[src/sv/cvt_pkg.sv]
package cvt_pkg;

	// default sizing, used as the parameter defaults of the top level
	localparam int CACHE_ENTRIES_DEF = 1024;
	localparam int FRAC_BITS_DEF     = 16;

	// fixed field widths
	localparam int IDX_W    = 10;
	localparam int VAL_W    = 32;
	localparam int VP_W     = 13;
	localparam int PROD_W   = VP_W + 1 + VAL_W + 1;
	localparam int IN_TDATA_W  = 144;
	localparam int OUT_TDATA_W = 96;
	localparam int OUT_TUSER_W = 2;
	localparam int STORE_W  = 3 * VAL_W + 1;

	// register indexes
	localparam logic REG_VP_WIDTH  = 1'b0;
	localparam logic REG_VP_HEIGHT = 1'b1;

	// item kinds on the input tuser
	localparam logic FUNC_TRANSFORM = 1'b0;
	localparam logic FUNC_CLEAR     = 1'b1;

	typedef enum logic [2:0] {
		ST_CLEAR,
		ST_IDLE,
		ST_LOOKUP,
		ST_CHECK,
		ST_DIVIDE,
		ST_MAP1,
		ST_MAP2,
		ST_DONE
	} cvt_state_t;

	typedef struct packed {
		logic capture;
		logic clr_step;
		logic div_start;
		logic map1;
		logic map2;
		logic out_load;
		logic sel_hit;
		logic store_we;
	} cvt_cmd_t;

	typedef struct packed {
		logic clr_last;
		logic div_done;
		logic hit;
		logic w_zero;
	} cvt_sts_t;

	// saturate a widened signed value to 32 bits
	function automatic logic [VAL_W-1:0] sat_prod(input logic signed [PROD_W-1:0] v);
		logic signed [PROD_W-1:0] hi;
		logic signed [PROD_W-1:0] lo;
		begin
			hi = PROD_W'(64'sh7FFF_FFFF);
			lo = -PROD_W'(64'sh8000_0000);
			if (v > hi)
				sat_prod = 32'h7FFF_FFFF;
			else if (v < lo)
				sat_prod = 32'h8000_0000;
			else
				sat_prod = v[VAL_W-1:0];
		end
	endfunction

endpackage

[src/sv/cvt_ctrl.sv]
module cvt_ctrl (
	input  logic              clk,
	input  logic              arst_n,
	input  logic              s_tvalid,
	input  logic              s_tuser,
	output logic              s_tready,
	input  logic              m_tready,
	output logic              m_tvalid,
	input  cvt_pkg::cvt_sts_t sts,
	output cvt_pkg::cvt_cmd_t cmd
);
	import cvt_pkg::*;

	cvt_state_t state_q;
	cvt_state_t state_d;
	logic       hit_q;
	logic       m_tvalid_q;
	logic       out_free;

	assign out_free = ~m_tvalid_q | m_tready;

	// next state
	always_comb begin
		state_d = state_q;
		unique case (state_q)
			ST_CLEAR:  if (sts.clr_last) state_d = ST_IDLE;
			ST_IDLE: begin
				if (s_tvalid)
					state_d = (s_tuser == FUNC_CLEAR) ? ST_CLEAR : ST_LOOKUP;
			end
			ST_LOOKUP: state_d = ST_CHECK;
			ST_CHECK: begin
				if (sts.hit)
					state_d = ST_DONE;
				else if (sts.w_zero)
					state_d = ST_MAP1;
				else
					state_d = ST_DIVIDE;
			end
			ST_DIVIDE: if (sts.div_done) state_d = ST_MAP1;
			ST_MAP1:   state_d = ST_MAP2;
			ST_MAP2:   state_d = ST_DONE;
			ST_DONE:   if (out_free) state_d = ST_IDLE;
			default:   state_d = ST_CLEAR;
		endcase
	end

	// commands
	always_comb begin
		cmd      = '0;
		s_tready = 1'b0;
		unique case (state_q)
			ST_CLEAR: cmd.clr_step = 1'b1;
			ST_IDLE: begin
				s_tready    = 1'b1;
				cmd.capture = s_tvalid;
			end
			ST_CHECK:  cmd.div_start = ~sts.hit & ~sts.w_zero;
			ST_MAP1:   cmd.map1 = 1'b1;
			ST_MAP2:   cmd.map2 = 1'b1;
			ST_DONE: begin
				cmd.out_load = out_free;
				cmd.sel_hit  = hit_q;
				cmd.store_we = out_free & ~hit_q;
			end
			default: ;
		endcase
	end

	always_ff @(posedge clk or negedge arst_n) begin
		if (!arst_n) begin
			state_q    <= ST_CLEAR;
			hit_q      <= 1'b0;
			m_tvalid_q <= 1'b0;
		end else begin
			state_q <= state_d;
			if (state_q == ST_CHECK)
				hit_q <= sts.hit;
			// hold the result word until taken
			if (cmd.out_load)
				m_tvalid_q <= 1'b1;
			else if (m_tready)
				m_tvalid_q <= 1'b0;
		end
	end

	assign m_tvalid = m_tvalid_q;

endmodule

[config.mk]
export PLATFORM = sky130hd
export DESIGN_NAME = cvt_ctrl
export DESIGN_NICKNAME = d
export VERILOG_FILES = /design/src/sv/cvt_pkg.sv /design/src/sv/cvt_ctrl.sv
export SDC_FILE = /design/constraint.sdc
export NUM_CORES = 1
export LEC_CHECK = 0
export BUFFER_PORTS_ARGS = -buffer_cell sky130_fd_sc_hd__buf_2
export CAP_MARGIN = 20
export CORE_AREA = 2 2 39 41
export CTS_CLUSTER_DIAMETER = 80
export DETAILED_ROUTE_END_ITERATION = 7
export DIE_AREA = 0 0 41 43
export GPL_TIMING_DRIVEN = 0
export PLACE_DENSITY = 0.5
export SKIP_LAST_GASP = 1
export SYNTH_ARGS = -nofsm -noshare
export SYNTH_HDL_FRONTEND = slang
export SYNTH_SLANG_ARGS = --single-unit
export TNS_END_PERCENT = 20
[constraint.sdc]
create_clock -name clk -period 2.1 [get_ports clk]
set_input_delay 0.105 -clock clk [delete_from_list [all_inputs] [get_ports clk]]
set_output_delay 0.105 -clock clk [all_outputs]
set_load 0.01 [all_outputs]
==> implementation parameters <==
Parameter                              Value

Global routing
  GRT Resource Usage Total    10.2%
  Overflow left after global routing    0
  Antenna violations before repair    0
  Number of global-route vias before repair    303
  Largest net degree at the start of global routing    10
  Global-route wire length before repair    1210 µm

Power
  Sequential fraction of design power    27.4%
  Largest voltage drop on the vdd net    0.288 mV
  Fraction of power spent switching nets    45.3%
  Clock power share    16.7%
  Relative contribution of combinational cells to total power    55.9%
  Cell Int Power    0.000369 W
  Psw    0.000305 W
  Reported leakage power    0.244 nW
  Power density relative to cell area    1430 mW/mm²

STA
  Max-slew violation total from the final report    0
  Final critical-path setup slack    0.653 ns
  Pin slew with the least headroom to its limit    0.258 ns
  Max Fclk    0.691 GHz
  Count of final hold-check violations    0
  Sum of negative setup slack    0 ns
  Unrepaired setup endpoints after global routing    no
  Setup-failing EPs final    0
  Rel. slew slack    82.8%
  Post-route minimum period    1.45 ns
  Skew final    0.00562 ns
  Final critical-path share of the clock period    68.9%

Floorplan
  # rows    14
  Die Footprint    0.00176 mm²
  Placeable core region    0.00138 mm²
  Boundary Pins    19
  Floorplan die height    43 µm
  Starting Density    23.4%
  Die width    41 µm

Synthesis
  Top cells by area in the synthesized netlist    dfrtp_1 (39%), nor4_4 (6.6%), a21oi_4 (5.0%)
  Synth warnings    0
  Synth Net Count    44
  Library cell with the largest summed area after synthesis    dfrtp_1
  Post-Syn Area    324 µm²
  Count of distinct cell types in the synthesized netlist    23
  Cell count after synthesis    35
  Share of the synthesized area in the top cell type    38.6%
  Synth Register Bits    5
  Mean instance size in the synthesized netlist    9.26 µm²
  Proportion of synthesized chip area in sequential cells    38.6%

Drt
  Length of routed met2 wiring    389 µm
  Routed length on met1    301 µm
  WL per Instance    9.81 µm
  WL final    726 µm
  Top sig layer    met3
  Via count    319
  Routed length on met3    35 µm
  First-pass DRT Iterations    4
  Vias/cell    4.31
  DRC viols    0
  Number of routed nets with antenna violations    0
  Drt initial violations    5

Worst setup path
  Type of the worst setup path    flop to output port
  Largest driver fanout on the critical path    8
  Required time at the endpoint of the critical path    2.00 ns
  Category of the worst setup path capture point    output port
  Crit Reg-Reg Startpoint    state_q[1]$_DFFE_PN0P_
  Launch point of the critical path    state_q[2]$_DFFE_PN0P_
  Setup crit start kind    flop
  Critical path endpoint    cmd[0]
  Worst R2R Setup Slack    0.94 ns
  Worst Path Arrival    1.34 ns
  Reg-to-reg critical path endpoint    hit_q$_DFFE_PN0N_
  Worst Reg-to-Reg Cells    4

Clock network
  Clock buffers created by TritonCTS    3
  CTS resizes    0
  TritonCTS clock tree    built
  Number of buffers inserted by post-CTS setup repair    0
  Clock-pin slew on the worst setup and hold paths    0.05 ns
  H-tree Lvls    1
  Clock buffer depth    2
  TritonCTS Sinks    5
  Root buf cell    clkbuf_4
  Clock latency on the worst-skew pair    0.24 ns

Place
  HPWL after detailed placement    600 µm
  Final estimated routing congestion in global placement    0.658
  Placement-stage worst setup slack    0.902 ns
  Number of buffer cells added on primary ports    18

Worst hold path
  Classification of the worst-slack hold path    primary input to flop
  WHS Path Cells    2

Layout
  Nets@finish    68
  Ratio of cells with drive above 1 in the final layout    51.7%
  Synth-to-Final Area Change    45.2%
  Antenna diode count    0
  Fraction of the core area covered by cells at the end of the flow    34.0%

Job
  Total of max-cap violations    0

Run status
  Result of the run    finished clean
## worst max-delay path, cell delays in order (launching register included)
cell and delay (ns):
dfrtp_1 0.31, buf_2 0.22, nand3_2 0.14, a21oi_4 0.17, and2_1 0.14, buf_2 0.12
## area by class of cell
cell class	count	area, µm²
inverters	5	18.8
plain buffers	2	10.0
well taps	16	20.0
clock buffers	4	26.3
flip-flops and latches	5	125
multi-input cells	23	170
repair buffers	19	100
fillers	148	913
## synthesized netlist by cell type
master / count
and2_1: 2
nor2_2: 1
buf_2: 2
nand2_2: 1
o22ai_1: 1
a31oi_1: 1
o21ai_0: 1
dfrtp_1: 5
inv_2: 1
nor3_1: 2
a21oi_1: 2
and3_1: 1
a211oi_1: 1
nor3_2: 1
mux2_1: 1
nand3_2: 1
a21oi_4: 1
nor2b_1: 1
o211ai_1: 1
nand2_1: 1
nor4_4: 1
nor2_1: 2
inv_1: 4
## flip-flops by register name, indices dropped and copies added (netlist names)
name,count
m_tvalid,1
hit_q,1
state_q,3
## metal layers
metal  vias up  track usage [%]
li1        165                -
met1       147             11.3
met2         7             15.9
met3         0             1.57
met4         0             8.00
met5         -                0
## power by group through the flow
stage | sequential [W] | clock (W) | combinational (W)
3_3_place_gp | 0.000186 | 0 | 0.000382
4_1_cts | 0.000184 | 0.000118 | 0.000384
2_1_floorplan | 0.000185 | 0 | 0.000267
3_5_place_dp | 0.000186 | 0 | 0.000381
5_1_grt | 0.000193 | 0.000121 | 0.000422
6_report | 0.000185 | 0.000113 | 0.000377
## how the worst min path moves through the flow
stage / from / endpoint / slack (ns)
global route: m_tready / m_tvalid$_DFFE_PN0P_ / 0.08
global placement: arst_n / state_q[1]$_DFFE_PN0P_ / -0.07
floorplan: arst_n / hit_q$_DFFE_PN0N_ / -0.19
CTS: m_tready / m_tvalid$_DFFE_PN0P_ / 0.05
finish: m_tready / m_tvalid$_DFFE_PN0P_ / 0.05
detailed placement: arst_n / state_q[1]$_DFFE_PN0P_ / -0.07
## layout by cell type, fill, tap and decap left out, drive strengths merged
cell type,instances
inv,5
nand3,1
dlygate4sd3,1
clkbuf,4
dfrtp,5
a21oi,3
a211oi,1
and3,1
a31oi,1
o22ai,1
o211ai,1
o21ai,1
nor2,3
nor3,3
mux2,1
buf,20
nor2b,1
nor4,1
and2,2
nand2,2
## logic make-up (layout without fill, tap and decap cells)
| logic type | count (synthesis) | count (layout) | share of synthesized area (%) |
|---|---|---|---|
| mux | 1 | 1 | 3.47 |
| buf+inv | 7 | 30 | 8.88 |
| flops | 5 | 5 | 38.6 |
| simple gates | 14 | 14 | 30.9 |
| compound gates | 8 | 8 | 18.2 |
## per-stage QoR
stage | hold WS [ns] | total power, W | std cells | cell area [µm²]
6_report | 0.0520 | 0.000675 | 74 | 470
5_1_grt | 0.0750 | 0.000736 | 74 | 470
4_1_cts | 0.0463 | 0.000686 | 74 | 470
3_5_place_dp | -0.0701 | 0.000566 | 69 | 434
3_3_place_gp | -0.0737 | 0.000568 | 69 | 434
2_1_floorplan | -0.191 | 0.000452 | 35 | 324
## timing repair
item | 4_1_cts | 5_1_grt
endpoints found under the hold margin | 5 | 0
setup endpoints to repair | 0 | 0
hold buffers | 1 | 0
(Power assumes the default switching activity.)
